### config.mk
export PLATFORM = sky130hd
export DESIGN_NAME = stream_find_and_replace
export DESIGN_NICKNAME = d
export VERILOG_FILES = /design/src/rtl/sfr_pkg.sv /design/src/rtl/sfr_front.sv /design/src/rtl/sfr_cmd_fifo.sv /design/src/rtl/sfr_back.sv /design/src/rtl/stream_find_and_replace.sv
export SDC_FILE = /design/constraint.sdc
export NUM_CORES = 1
export LEC_CHECK = 0
export BUFFER_PORTS_ARGS = -buffer_cell sky130_fd_sc_hd__buf_2
export CAP_MARGIN = 20
export CORE_MARGIN = 2
export CORE_UTILIZATION = 40
export DETAILED_ROUTE_END_ITERATION = 10
export GPL_TIMING_DRIVEN = 0
export PLACE_DENSITY = 0.55
export SLEW_MARGIN = 20
export SYNTH_ARGS = -nofsm -noshare
export SYNTH_HDL_FRONTEND = slang
export SYNTH_SLANG_ARGS = --single-unit
### constraint.sdc
create_clock -name clk -period 10.15 [get_ports clk]
set_clock_uncertainty 0.15 [all_clocks]
set_input_delay 0 -clock clk [delete_from_list [all_inputs] [get_ports clk]]
set_output_delay 0 -clock clk [all_outputs]
set_load 0.01 [all_outputs]
### src/rtl/sfr_pkg.sv
// ----------------------------------------------------------------------------
// sfr_pkg: shared types and constants for the stream find-and-replace block
// Holds the command format that travels from the match front end to the
// output sequencer, and the configuration register indexes.
// ----------------------------------------------------------------------------
package sfr_pkg;

  // Most result bytes one text byte can cause (replacement or flush)
  localparam int CMD_SLOTS = 8;
  localparam int SLOT_W    = $clog2(CMD_SLOTS);
  localparam int CNT_W     = SLOT_W + 1;
  localparam int CFG_W     = 64;
  localparam int LEN_W     = 4;

  // Configuration register indexes
  localparam logic [1:0] CFG_PATTERN_BYTES      = 2'd0;
  localparam logic [1:0] CFG_PATTERN_LENGTH     = 2'd1;
  localparam logic [1:0] CFG_REPLACEMENT_BYTES  = 2'd2;
  localparam logic [1:0] CFG_REPLACEMENT_LENGTH = 2'd3;

  // One queued command: bytes to send in slot order, how many, end of text
  typedef struct packed {
    logic [CMD_SLOTS-1:0][7:0] data;
    logic [CNT_W-1:0]          count;
    logic                      last;
  } cmd_t;

endpackage

### src/rtl/sfr_front.sv
// ----------------------------------------------------------------------------
// sfr_front: pending window and pattern match
// Accepts one text byte per request, compares window plus byte against the
// pattern, and pushes one command describing the result bytes.
// ----------------------------------------------------------------------------
module sfr_front #(
  parameter int PATTERN_MAX = 8
) (
  input  logic                          clk,
  input  logic                          rst_n,
  input  logic                          in_valid,
  output logic                          in_ready,
  input  logic [7:0]                    in_text_byte,
  input  logic                          in_final_byte,
  input  logic [63:0]                   pattern_bytes,
  input  logic [$clog2(PATTERN_MAX):0]  pattern_len,
  input  logic [63:0]                   repl_bytes,
  input  logic [sfr_pkg::CNT_W-1:0]     repl_len,
  input  logic                          fifo_full,
  output logic                          push,
  output sfr_pkg::cmd_t                 cmd
);
  import sfr_pkg::*;

  localparam int CW  = $clog2(PATTERN_MAX);
  localparam int WIN = PATTERN_MAX - 1;

  logic [7:0]    win_r   [WIN];
  logic [7:0]    win_nxt [WIN];
  logic [CW-1:0] cnt_r, cnt_nxt;
  logic [7:0]    cand [PATTERN_MAX];
  logic [CW:0]   n1;
  logic          match, hit, emit_one;

  assign in_ready = !fifo_full;
  assign push     = in_valid && in_ready;

  // Build the candidate: pending bytes followed by the new byte
  always_comb begin
    for (int i = 0; i < WIN; i++) begin
      cand[i] = (i < int'(cnt_r)) ? win_r[i] : in_text_byte;
    end
    cand[WIN] = in_text_byte;
    n1 = {1'b0, cnt_r} + (CW+1)'(1);
  end

  // Compare candidate against the pattern
  always_comb begin
    match = 1'b1;
    for (int i = 0; i < PATTERN_MAX; i++) begin
      if (i < int'(pattern_len) && cand[i] != pattern_bytes[8*i +: 8]) begin
        match = 1'b0;
      end
    end
    hit      = match && (n1 == pattern_len);
    emit_one = (n1 >= pattern_len);
  end

  // Form the command and the next window
  always_comb begin
    cmd.last = in_final_byte;
    if (hit) begin
      cmd.data  = repl_bytes;
      cmd.count = repl_len;
    end else begin
      cmd.data = '0;
      for (int i = 0; i < PATTERN_MAX; i++) begin
        cmd.data[i] = cand[i];
      end
      if (in_final_byte) begin
        cmd.count = CNT_W'(n1);
      end else if (emit_one) begin
        cmd.count = CNT_W'(1);
      end else begin
        cmd.count = '0;
      end
    end

    for (int i = 0; i < WIN; i++) begin
      win_nxt[i] = emit_one ? cand[i+1] : cand[i];
    end
    if (hit || in_final_byte) begin
      cnt_nxt = '0;
    end else if (emit_one) begin
      cnt_nxt = CW'(n1 - (CW+1)'(1));
    end else begin
      cnt_nxt = CW'(n1);
    end
  end

  // Hold window bytes; advance on each accepted request
  always_ff @(posedge clk) begin
    if (push) begin
      win_r <= win_nxt;
    end
  end

  always_ff @(posedge clk) begin
    if (!rst_n) begin
      cnt_r <= '0;
    end else if (push) begin
      cnt_r <= cnt_nxt;
    end
  end

endmodule

### src/rtl/sfr_cmd_fifo.sv
// ----------------------------------------------------------------------------
// sfr_cmd_fifo: two-entry command queue
// Decouples the match front end from the output sequencer.
// ----------------------------------------------------------------------------
module sfr_cmd_fifo (
  input  logic          clk,
  input  logic          rst_n,
  input  logic          push,
  input  sfr_pkg::cmd_t push_cmd,
  input  logic          pop,
  output logic          full,
  output logic          not_empty,
  output sfr_pkg::cmd_t head
);
  import sfr_pkg::*;

  cmd_t       entries_r [2];
  logic       wr_ptr_r, rd_ptr_r;
  logic [1:0] cnt_r, cnt_nxt;

  assign full      = (cnt_r == 2'd2);
  assign not_empty = (cnt_r != 2'd0);
  assign head      = entries_r[rd_ptr_r];

  // Track fill level
  always_comb begin
    cnt_nxt = cnt_r;
    if (push && !pop) begin
      cnt_nxt = cnt_r + 2'd1;
    end else if (pop && !push) begin
      cnt_nxt = cnt_r - 2'd1;
    end
  end

  // Store payload
  always_ff @(posedge clk) begin
    if (push) begin
      entries_r[wr_ptr_r] <= push_cmd;
    end
  end

  // Advance pointers
  always_ff @(posedge clk) begin
    if (!rst_n) begin
      wr_ptr_r <= 1'b0;
      rd_ptr_r <= 1'b0;
      cnt_r    <= 2'd0;
    end else begin
      if (push) wr_ptr_r <= !wr_ptr_r;
      if (pop)  rd_ptr_r <= !rd_ptr_r;
      cnt_r <= cnt_nxt;
    end
  end

endmodule

### src/rtl/sfr_back.sv
// ----------------------------------------------------------------------------
// sfr_back: output sequencer
// Walks the head command one byte per cycle into the output register while the receiver accepts results.
// ----------------------------------------------------------------------------
module sfr_back (
  input  logic          clk,
  input  logic          rst_n,
  input  logic          cmd_valid,
  input  sfr_pkg::cmd_t cmd,
  output logic          pop,
  output logic          out_valid,
  input  logic          out_ready,
  output logic [7:0]    out_out_byte,
  output logic          out_out_valid,
  output logic          out_out_last
);
  import sfr_pkg::*;

  logic [SLOT_W-1:0] idx_r, idx_nxt;
  logic              valid_r, valid_nxt;
  logic [7:0]        byte_r, byte_nxt;
  logic              bval_r, bval_nxt;
  logic              last_r, last_nxt;
  logic              can_load, empty_cmd, final_slot;

  assign can_load   = !valid_r || out_ready;
  assign empty_cmd  = (cmd.count == '0);
  assign final_slot = ({1'b0, idx_r} == cmd.count - CNT_W'(1));

  // Select the next result and decide when the head command is done
  always_comb begin
    pop       = 1'b0;
    idx_nxt   = idx_r;
    valid_nxt = valid_r && !out_ready;
    byte_nxt  = byte_r;
    bval_nxt  = bval_r;
    last_nxt  = last_r;
    if (cmd_valid && empty_cmd && !cmd.last) begin
      // drop: nothing to send for this item
      pop = 1'b1;
    end else if (cmd_valid && can_load) begin
      valid_nxt = 1'b1;
      if (empty_cmd) begin
        byte_nxt = 8'd0;
        bval_nxt = 1'b0;
        last_nxt = 1'b1;
        pop      = 1'b1;
      end else begin
        byte_nxt = cmd.data[idx_r];
        bval_nxt = 1'b1;
        last_nxt = cmd.last && final_slot;
        pop      = final_slot;
        idx_nxt  = final_slot ? '0 : idx_r + SLOT_W'(1);
      end
    end
  end

  always_ff @(posedge clk) begin
    byte_r <= byte_nxt;
    bval_r <= bval_nxt;
    last_r <= last_nxt;
  end

  always_ff @(posedge clk) begin
    if (!rst_n) begin
      valid_r <= 1'b0;
      idx_r   <= '0;
    end else begin
      valid_r <= valid_nxt;
      idx_r   <= idx_nxt;
    end
  end

  assign out_valid     = valid_r;
  assign out_out_byte  = byte_r;
  assign out_out_valid = bval_r;
  assign out_out_last  = last_r;

endmodule

### src/rtl/stream_find_and_replace.sv
// ----------------------------------------------------------------------------
// stream_find_and_replace: streaming byte find-and-replace
// Replaces leftmost non-overlapping occurrences of a configured pattern of
// up to PATTERN_MAX bytes with a replacement of up to eight bytes.
//
// Input channel (in_valid/in_ready): one text byte per request, with
// in_final_byte set on the last byte of the text. Result channel
// (out_valid/out_ready): one byte per request; out_out_valid is 0 only on an
// empty end-of-text marker, and out_out_last flags the last result of a text.
// Configuration: write cfg_data to register cfg_index when cfg_we is high,
// only while the block is idle.
//
// The first result of a byte passes through the command queue and then the
// output register before out_valid rises.
// Throughput: one byte per cycle while each byte yields at most one result
// and the receiver is ready; a byte with more results holds the output
// sequencer until all are sent; the two-entry queue then fills and drops in_ready.
// Reset clears the window, the queue and the output register, and loads the
// register defaults (pattern length 1, empty replacement). When the receiver
// stalls, the output holds and the queue absorbs two more bytes.
// ----------------------------------------------------------------------------
module stream_find_and_replace #(
  parameter int PATTERN_MAX = 8
) (
  input  logic                      clk,
  input  logic                      rst_n,
  input  logic                      in_valid,
  output logic                      in_ready,
  input  logic [7:0]                in_text_byte,
  input  logic                      in_final_byte,
  output logic                      out_valid,
  input  logic                      out_ready,
  output logic [7:0]                out_out_byte,
  output logic                      out_out_valid,
  output logic                      out_out_last,
  input  logic                      cfg_we,
  input  logic [1:0]                cfg_index,
  input  logic [sfr_pkg::CFG_W-1:0] cfg_data
);
  import sfr_pkg::*;

  localparam int CW = $clog2(PATTERN_MAX);

  logic [CFG_W-1:0] pattern_bytes_r, repl_bytes_r;
  logic [LEN_W-1:0] pattern_len_r, repl_len_r;
  logic [CW:0]      plen_eff;
  logic [CNT_W-1:0] rlen_eff;
  logic             fifo_full, fifo_not_empty, push, pop;
  cmd_t             push_cmd, head_cmd;

  // Configuration registers
  always_ff @(posedge clk) begin
    if (!rst_n) begin
      pattern_bytes_r <= '0;
      pattern_len_r   <= LEN_W'(1);
      repl_bytes_r    <= '0;
      repl_len_r      <= '0;
    end else if (cfg_we) begin
      case (cfg_index)
        CFG_PATTERN_BYTES:      pattern_bytes_r <= cfg_data;
        CFG_PATTERN_LENGTH:     pattern_len_r   <= cfg_data[LEN_W-1:0];
        CFG_REPLACEMENT_BYTES:  repl_bytes_r    <= cfg_data;
        CFG_REPLACEMENT_LENGTH: repl_len_r      <= cfg_data[LEN_W-1:0];
        default: ;
      endcase
    end
  end

  // Clamp lengths to their usable ranges
  always_comb begin
    if (pattern_len_r == '0) begin
      plen_eff = (CW+1)'(1);
    end else if (int'(pattern_len_r) > PATTERN_MAX) begin
      plen_eff = (CW+1)'(PATTERN_MAX);
    end else begin
      plen_eff = (CW+1)'(pattern_len_r);
    end
    if (int'(repl_len_r) > CMD_SLOTS) begin
      rlen_eff = CNT_W'(CMD_SLOTS);
    end else begin
      rlen_eff = CNT_W'(repl_len_r);
    end
  end

  sfr_front #(.PATTERN_MAX(PATTERN_MAX)) u_front (
    .clk           (clk),
    .rst_n         (rst_n),
    .in_valid      (in_valid),
    .in_ready      (in_ready),
    .in_text_byte  (in_text_byte),
    .in_final_byte (in_final_byte),
    .pattern_bytes (pattern_bytes_r),
    .pattern_len   (plen_eff),
    .repl_bytes    (repl_bytes_r),
    .repl_len      (rlen_eff),
    .fifo_full     (fifo_full),
    .push          (push),
    .cmd           (push_cmd)
  );

  sfr_cmd_fifo u_fifo (
    .clk       (clk),
    .rst_n     (rst_n),
    .push      (push),
    .push_cmd  (push_cmd),
    .pop       (pop),
    .full      (fifo_full),
    .not_empty (fifo_not_empty),
    .head      (head_cmd)
  );

  sfr_back u_back (
    .clk           (clk),
    .rst_n         (rst_n),
    .cmd_valid     (fifo_not_empty),
    .cmd           (head_cmd),
    .pop           (pop),
    .out_valid     (out_valid),
    .out_ready     (out_ready),
    .out_out_byte  (out_out_byte),
    .out_out_valid (out_out_valid),
    .out_out_last  (out_out_last)
  );

  // An empty result is only ever the end-of-text marker
  a_empty_is_last: assert property (@(posedge clk) disable iff (!rst_n)
    out_valid && !out_out_valid |-> out_out_last)
    else $error("empty result without last flag");

  // An empty result carries a zero byte
  a_empty_zero: assert property (@(posedge clk) disable iff (!rst_n)
    out_valid && !out_out_valid |-> out_out_byte == 8'd0)
    else $error("empty result with nonzero byte");

  // No pop from an empty queue
  a_pop_nonempty: assert property (@(posedge clk) disable iff (!rst_n)
    pop |-> fifo_not_empty)
    else $error("command queue popped while empty");

  // Output register is clear right after reset
  a_reset_clear: assert property (@(posedge clk)
    !rst_n |=> !out_valid)
    else $error("result valid right after reset");

endmodule
==> metrics.md, run 1 <==
| Metric | Value |
|---|---|
| Placement Cell Area | 17,610 um2 |
| Die width | 206.3 um |
| Critical path fanouts, max | 10 |
| Reg2Reg Setup Slack | 5.31 ns |
| Filler cells | 3,733 |
| Startpoint Class | register |
| Ports | 92 |
| Synth area leaders | edfxtp_1 37%, dfxtp_1 18%, nand2_1 6.8% |
| WP data arrival | 4.95 ns |
| Worst vdd ir | 0.1188 mV |
| Synthesized instance count | 1,498 |
| Clock tree buffer depth | 3 |
| Max-cap violation count | 0 |
| Mapped Nets | 1,587 |
| Fin. Hold Viols | 0 |
| Finished Layout Cells | 2,273 |
| Static Leak | 7.188 nW |
| Core area | 40,650 um2 |
| Synthesized area per cell | 10.93 um2 |
| CTS Sinks | 352 |
| Slew HR | 0.2931 |
| Worst slew pin tran | 1.060 ns |
| Gr usage total | 0.2375 |
| N_diodes | 0 |
| Sequential share of the synthesized area | 0.5552 |
| Area grow syn2layout | 20.45% |
| RSZ-0062 raised after global routing | no |
| Share of the synthesized area in the top cell type | 0.3742 |
| Worst min path class | in2reg |
| Vias post-DR | 12.23k |
| Post-cts gate resize count | 0 |
| Total Nets Final | 1,799 |
| Die ar. | 42,560 um2 |
| CP Class | reg2reg |
| DRT Pass-1 Iters | 5 |
| Period utilisation layout | 0.4764 |
| Num rows | 74 |
| Fin area | 19,720 um2 |
| Number of antenna violations at the first check in global routing | 0 |
| CTS Buf Count | 40 |
| Grt total ovfl | 0 |
| CTS tree | built |
| Clock transition at path regs | 0.06 ns |
| Post-Syn Area | 16,370 um2 |
| CP max stage delay | 0.73 ns |
| Chip height | 206.3 um |
| Top FF cell, synth | edfxtp_1 |
| First-pass GRT wire length | 74.64 mm |
| Critical path's slowest cell | nor4_1 |
| PortBufs | 86 |
| Top-count cell post-synth | nand2_1 |
| Overall Power | 3.995 mW |
| H-tree levels | 2 |
| Drt total wl | 49.35 mm |
| Unique masters post-synth | 57 |
| Routability Congestion | 0.9265 |
| Post-Route Utilization | 0.4851 |
| Max frequency | 0.2068 GHz |
| Post-synth ARST share | 0 |
| HPWL after detailed placement | 36.25 mm |
| Largest net degree at the start of global routing | 48 |
| Crit-path cells | buf_2 > nand3_1 > inv_1 > buf_1 > mux2i_1 > xor2_1 > nand3_1 > nor4_1 > o22a_1 > nand4_2 > buf_6 > buf_6 > a21oi_1 |
| Vias per inst | 5.380 |
| DR DRC count | 0 |
| Req. time, crit path | 10.26 ns |
| YS warnings | 0 |
| Clock Latency Late Sink | 0.55 ns |
| CP Capture Type | register |
| CTS Root Cell | clkbuf_16 |
| Yosys reg bits | 352 |
| Vias in the first global route | 12.09k |
| PwrDens | 202.6 nW/um2 |
| # placed instances | 2,121 |
| Min Tclk post-route | 4.836 ns |
| Layout cells sized above 1 | 0.1373 |
| WL/cell | 21.71 um |
| DR iter-0 viols | 932 |
| Post-synth EDFFs | 204 |
| Initial core utilization | 0.4028 |
| Top post-synthesis cells by count | 296 x nand2_1, 204 x edfxtp_1, 148 x dfxtp_1 |
| Final setup viols | 0 |
| Setup TNS | 0 ns |
| Detail Route Antenna Nets | 0 |
| Outcome | finished clean |
| Max-slew violations | 0 |
| Post-synth top area cell | edfxtp_1 |
-- what timing repair did --
item                                   in CTS  in global routing
endpoints found under the hold margin     194                  0
hold buffers                               79                  0
buffers inserted                            0                  0
-- cell type report --
type                       count  area (um2)  share of cell area
buffer                       102       475.5             0.02411
clock buffer                  56        1142             0.05794
clock inverter                17       177.7            0.009011
inverter                      29       111.4            0.005648
multi-input combinational   1015        6713              0.3404
sequential                   352        9089              0.4609
tap                          532       665.6             0.03376
timing repair buffer         170        1344             0.06815
-- where the power goes --
group / leakage [nW] / switching (mW) / internal (mW)
combinational: 3.42 / 0.436 / 0.336
clock: 0.639 / 0.583 / 0.864
sequential: 3.13 / 0.0707 / 1.71
total: 7.19 / 1.09 / 2.91
-- worst paths after layout --
kind,cells after the start,from,endpoint
max,13,u_front.cnt_r[0],u_fifo.entries_r[1][27]
min,3,in_text_byte[7],u_front.win_r[23]
max reg2reg,13,u_front.cnt_r[0],u_fifo.entries_r[1][27]
min reg2reg,2,repl_bytes_r[63],repl_bytes_r[63]
-- metal layers --
layer  up-vias  routed length, um  GRT usage
met4         0               1654    0.08189
met5         -                  0          0
met3        93               3353    0.04052
met2       432              22720     0.3791
met1      5921              21620     0.3271
li1       5782                  -          -
-- per-stage QoR --
| stage | worst slack (ns) | hold slack, ns |
|---|---|---|
| 2_1_floorplan | 5.815 | -0.05113 |
| 3_3_place_gp | 3.941 | 0.1154 |
| 3_5_place_dp | 5.472 | 0.1239 |
| 4_1_cts | 5.449 | 0.02826 |
| 5_1_grt | 5.135 | 0.08272 |
| 6_report | 5.314 | 0.04985 |
-- kinds of logic (layout without fill, tap and decap cells) --
group | count (synthesis) | after routing | share of synthesized area
and+or+nand+nor | 501 | 501 | 0.1291
DFF | 352 | 352 | 0.5552
AOI/OAI and AO/OA | 316 | 316 | 0.1288
buffers and inverters | 131 | 374 | 0.03569
muxes | 129 | 129 | 0.1123
xor gates and xnor gates | 60 | 60 | 0.03210
adders and majority gates | 9 | 9 | 0.006879
-- sequential cells by signal, summed over array words and instances, names as in the netlist, named ones only --
| name | cells |
|---|---|
| u_back.idx_r | 3 |
| u_back.out_out_byte | 8 |
| u_back.out_valid | 1 |
| u_front.win_r | 56 |
| repl_bytes_r | 64 |
| u_fifo.entries_r | 138 |
| pattern_len_r | 4 |
| repl_len_r | 4 |
| u_back.out_out_last | 1 |
| u_fifo.cnt_r | 2 |
| u_fifo.rd_ptr_r | 1 |
| u_fifo.wr_ptr_r | 1 |
| u_back.out_out_valid | 1 |
| u_front.cnt_r | 3 |
| pattern_bytes_r | 64 |
-- cells in the final DEF (no fill, tap or decap), types with 6 or more instances in the layout --
master,n
nor4_1,10
nand3_1,9
o22ai_1,52
inv_1,28
xor2_1,26
and2_1,16
o21ai_0,12
nor2b_1,11
nor3_1,12
clkbuf_8,6
o21ai_1,7
nand2_1,296
edfxtp_1,204
mux4_2,40
mux2_4,8
dlygate4sd3_1,79
a21boi_0,132
clkbuf_16,41
buf_6,11
mux2i_1,78
clkbuf_1,85
ha_1,9
a31oi_1,12
buf_1,9
or2_2,8
dfxtp_1,148
buf_2,91
xnor2_1,34
nor2_1,110
nand2b_1,9
a21oi_1,66
-- worst max-delay path, delay by kind of cell, from the launching register on --
family	cells	cell delay [ns]
AOI/OAI and AO/OA	2	0.76
xor gates and xnor gates	1	0.17
buffers and inverters	5	1.44
DFF	1	0.40
muxes	1	0.34
and+or+nand+nor	4	1.26
Power figures use the tool's default switching activity.
==> inputs of run 2 (changes only) <==
--- a/config.mk
+++ b/config.mk
@@ -5,13 +5,14 @@
 export SDC_FILE = /design/constraint.sdc
 export NUM_CORES = 1
 export LEC_CHECK = 0
+export ABC_AREA = 1
 export BUFFER_PORTS_ARGS = -buffer_cell sky130_fd_sc_hd__buf_2
 export CAP_MARGIN = 20
 export CORE_MARGIN = 2
 export CORE_UTILIZATION = 40
 export DETAILED_ROUTE_END_ITERATION = 10
 export GPL_TIMING_DRIVEN = 0
-export PLACE_DENSITY = 0.55
+export PLACE_DENSITY = 0.57
 export SLEW_MARGIN = 20
 export SYNTH_ARGS = -nofsm -noshare
 export SYNTH_HDL_FRONTEND = slang
==> constraint.sdc (replaced) <==
create_clock -name clk -period 4.4 [get_ports clk]
set_clock_uncertainty 0.15 [all_clocks]
set_input_delay 0 -clock clk [delete_from_list [all_inputs] [get_ports clk]]
set_output_delay 0 -clock clk [all_outputs]
set_load 0.01 [all_outputs]
==> metrics.md, run 2 <==
| Metric | Value |
|---|---|
| DR iter-0 viols | 1,647 (was 932) |
| Die ar. | 42,380 um2 (was 42,560 um2) |
| Final setup viols | 0 (unchanged) |
| Number of flip-flops under the largest register name | 138 (unchanged) |
| Period utilisation layout | 0.8780 (was 0.4764) |
| First-pass GRT wire length | 85.01 mm (was 74.64 mm) |
| DR DRC count | 0 (unchanged) |
| Seq pwr share | 0.421 (was 0.445) |
| Ports | 92 (unchanged) |
| Top-count cell post-synth | nand2_1 (unchanged) |
| Max-slew violations | 0 (unchanged) |
| CP Capture Type | register (unchanged) |
| Drt total wl | 57.78 mm (was 49.35 mm) |
| Vias post-DR | 14.86k (was 12.23k) |
| Largest net degree at the start of global routing | 54 (was 48) |
| WL/cell | 21.03 um (was 21.71 um) |
| Layout cells sized above 1 | 0.08641 (was 0.1373) |
| Gr usage total | 0.2751 (was 0.2375) |
| Worst min path class | in2reg (unchanged) |
| PwrDens | 531.4 nW/um2 (was 202.6 nW/um2) |
| Total Nets Final | 2,281 (was 1,799) |
| Post-CTS Setup Bufs | 0 (unchanged) |
| Overall Power | 10.45 mW (was 3.995 mW) |
| Startpoint Class | register (unchanged) |
| Top delay family on crit path | simple AND/OR/NAND/NOR gates (was buffers and inverters) |
| Synth area leaders | edfxtp_1 38%, dfxtp_1 18%, nand2_1 11% (was edfxtp_1 37%, dfxtp_1 18%, nand2_1 6.8%) |
| Num rows | 73 (was 74) |
| Post-Route Utilization | 0.4913 (was 0.4851) |
| Sequential share of the synthesized area | 0.5576 (was 0.5552) |
| Die width | 205.9 um (was 206.3 um) |
| Clock transition at path regs | 0.06 ns (about the same) |
| N_diodes | 0 (unchanged) |
| HPWL after detailed placement | 41.96 mm (was 36.25 mm) |
| Commonest non-fill, non-tap cell in the layout | nand2_1 (unchanged) |
| CTS Sinks | 352 (unchanged) |
| Finished Layout Cells | 2,747 (was 2,273) |
| Fin. Hold Viols | 0 (unchanged) |
| Static Leak | 8.004 nW (was 7.188 nW) |
| Worst vdd ir | 0.2605 mV (was 0.1188 mV) |
| Max frequency | 0.2589 GHz (was 0.2068 GHz) |
| Detail Route Antenna Nets | 0 (unchanged) |
| Routability Congestion | 0.9576 (was 0.9265) |
| Worst R2R Path Depth | 18 (was 13) |
| Largest registers | u_fifo.entries_r x138, pattern_bytes_r x64, repl_bytes_r x64 (unchanged) |
| R2R Path End | u_fifo.entries_r[0][47] (was u_fifo.entries_r[1][27]) |
| CTS Root Cell | clkbuf_16 (unchanged) |
| Synthesized area per cell | 8.262 um2 (was 10.93 um2) |
| Fin area | 19,660 um2 (was 19,720 um2) |
| Share of the synthesized area in the top cell type | 0.3758 (was 0.3742) |
| Clock tree buffer depth | 3 (unchanged) |
| Yosys reg bits | 352 (unchanged) |
| Number of antenna violations at the first check in global routing | 4 (was 0) |
| Worst hold endpoint | u_front.win_r[16] (was u_front.win_r[23]) |
| Vias per inst | 5.411 (was 5.380) |
| CTS tree | built (unchanged) |
| Post-synth ARST share | 0 (unchanged) |
| P_int | 6.898 mW (was 2.905 mW) |
| Worst reg2reg startpoint | u_front.cnt_r[0] (unchanged) |
| CTS Buf Count | 40 (unchanged) |
| DRT Pass-1 Iters | 8 (was 5) |
| CP Class | reg2reg (unchanged) |
| Clock network fraction of design power | 0.307 (was 0.362) |
| Core area | 40,010 um2 (was 40,650 um2) |
| Biggest register | u_fifo.entries_r (unchanged) |
| Outcome | finished clean (unchanged) |
| Placement Cell Area | 17,570 um2 (was 17,610 um2) |
| Min Tclk post-route | 3.863 ns (was 4.836 ns) |
| Chip height | 205.9 um (was 206.3 um) |
| Hold_sp | in_text_byte[0] (was in_text_byte[7]) |
| RSZ-0062 raised after global routing | no (unchanged) |
| WP buf/inv | 5 (unchanged) |
| Clock Latency Late Sink | 0.57 ns (was 0.55 ns) |
| Crit-path cells | buf_2 > inv_1 > nand2_1 > nand2_1 > buf_2 > nand2_1 > nand3_1 > nand2_1 > nor2_1 > nand2_1 > nor2_1 > nor2_1 > nor2_1 > nand2_1 > inv_2 > buf_2 > nand2_1 > o21ai_0 (was buf_2 > nand3_1 > inv_1 > buf_1 > mux2i_1 > xor2_1 > nand3_1 > nor4_1 > o22a_1 > nand4_2 > buf_6 > buf_6 > a21oi_1) |
| Top post-synthesis cells by count | 480 x nand2_1, 324 x nor2_1, 312 x o21ai_0 (was 296 x nand2_1, 204 x edfxtp_1, 148 x dfxtp_1) |
| Max-cap violation count | 0 (unchanged) |
| CP dominant cell by count | nand2_1 |
| Critical path fanouts, max | 10 (unchanged) |
| Critical path's slowest cell | o21ai_0 (was nor4_1) |
| Req. time, crit path | 4.49 ns (was 10.26 ns) |
| H-tree levels | 2 (unchanged) |
| Hold buffer count at cts | 85 (was 79) |
| Top FF cell, synth | edfxtp_1 (unchanged) |
| Vias in the first global route | 13.86k (was 12.09k) |
| Grt total ovfl | 0 (unchanged) |
| Mapped Nets | 2,062 (was 1,587) |
| Post-synth top area cell | edfxtp_1 (unchanged) |
| Most frequent cells in the layout | 480 x nand2_1, 322 x nor2_1, 312 x o21ai_0 (was 296 x nand2_1, 204 x edfxtp_1, 148 x dfxtp_1) |
| Switch share | 0.3397 (was 0.2728) |
| PortBufs | 85 (was 86) |
| Post-cts gate resize count | 0 (unchanged) |
| Reg2Reg Setup Slack | 0.54 ns (was 5.31 ns) |
| Post-synth EDFFs | 204 (unchanged) |
| Initial core utilization | 0.4075 (was 0.4028) |
| Number of cells on the worst hold path | 5 (was 3) |
| Psw | 3.548 mW (was 1.090 mW) |
| YS warnings | 0 (unchanged) |
| Slew HR | 0.2708 (was 0.2931) |
| CP max stage delay | 0.35 ns (was 0.73 ns) |
| WP data arrival | 3.95 ns (was 4.95 ns) |
| Post-Syn Area | 16,300 um2 (was 16,370 um2) |
| Worst slew pin tran | 1.094 ns (was 1.060 ns) |
| Unique masters post-synth | 32 (was 57) |
| Comb pwr share | 0.272 (was 0.193) |
| Synthesized instance count | 1,973 (was 1,498) |
| # placed instances | 2,590 (was 2,121) |
| Area grow syn2layout | 20.59% (was 20.45%) |
[run 2: cell types whose count changed after synthesis, moves of 40 or more]
cell      delta
o21ai_0    +300
nor2_1     +212
inv_1       +82
o22ai_1     -42
nand3_1     +84
a21boi_0   -132
nand2_1    +184
mux4_2      -40
mux2i_1     -77
[run 2: how the worst max path moves through the flow]
stage	from	end	slack, ns	cells past startpoint
after floorplan	u_fifo.cnt_r[0]	u_fifo.entries_r[1][0]	0.17	4
after global placement	u_fifo.cnt_r[0]	u_fifo.entries_r[1][16]	-1.87	4
after detailed placement	u_front.cnt_r[2]	u_fifo.entries_r[1][47]	0.69	18
after CTS	u_front.cnt_r[2]	u_fifo.entries_r[0][47]	0.66	18
after global routing	u_front.cnt_r[0]	u_fifo.entries_r[0][20]	0.31	18
final	u_front.cnt_r[0]	u_fifo.entries_r[0][47]	0.54	18
[run 2: kinds of logic after synthesis]
group / synth area share
AOI/OAI and AO/OA: 0.1409
xor gates and xnor gates: 0.01021
adders and majority gates: 0.006908
buffers and inverters: 0.05634
DFF: 0.5576
muxes: 0.0006141
and+or+nand+nor: 0.2274
[run 2: worst min-delay path, stage by stage]
cell and delay (ns):
buf_2 0.19, nand3_1 0.14, nand2_1 0.11, nand2_1 0.08, o21ai_0 0.07
[run 2: power groups by stage]
stage	combinational [mW]	sequential [mW]	clock, mW
2_1_floorplan	1.64	4.46	0
3_3_place_gp	2.62	4.50	0
3_5_place_dp	2.73	4.46	0
4_1_cts	2.80	4.39	3.23
5_1_grt	3.13	4.45	3.36
6_report	2.84	4.40	3.20
[run 2: final cells by class]
| type | instances | area, um2 |
|---|---|---|
| fillers | 3929 | 20350 |
| flip-flops and latches | 352 | 9089 |
| multi-input cells | 1389 | 6309 |
| repair buffers | 177 | 1441 |
| clock buffers | 62 | 1186 |
| well taps | 525 | 656.9 |
| plain buffers | 114 | 475.5 |
| inverters | 118 | 445.4 |
| clock inverters | 10 | 53.80 |
[run 2: metal layers]
| layer | global-route usage | vias to the layer above | routed length (um) |
|---|---|---|---|
| li1 | - | 7041 | - |
| met5 | 0 | - | 41 |
| met3 | 0.05598 | 160 | 5038 |
| met4 | 0.1349 | 6 | 2948 |
| met1 | 0.3652 | 6950 | 24320 |
| met2 | 0.4294 | 706 | 25430 |
[run 2: through the flow]
stage | setup slack, ns | setup TNS (ns) | hold WS (ns)
after global routing | 0.3064 | 0 | 0.08791
after detailed placement | 0.6932 | 0 | 0.09138
after floorplan | 0.1721 | 0 | -0.05113
final | 0.5369 | 0 | 0.05112
after global placement | -1.873 | -251.08 | 0.08911
after CTS | 0.6551 | 0 | 0.02613
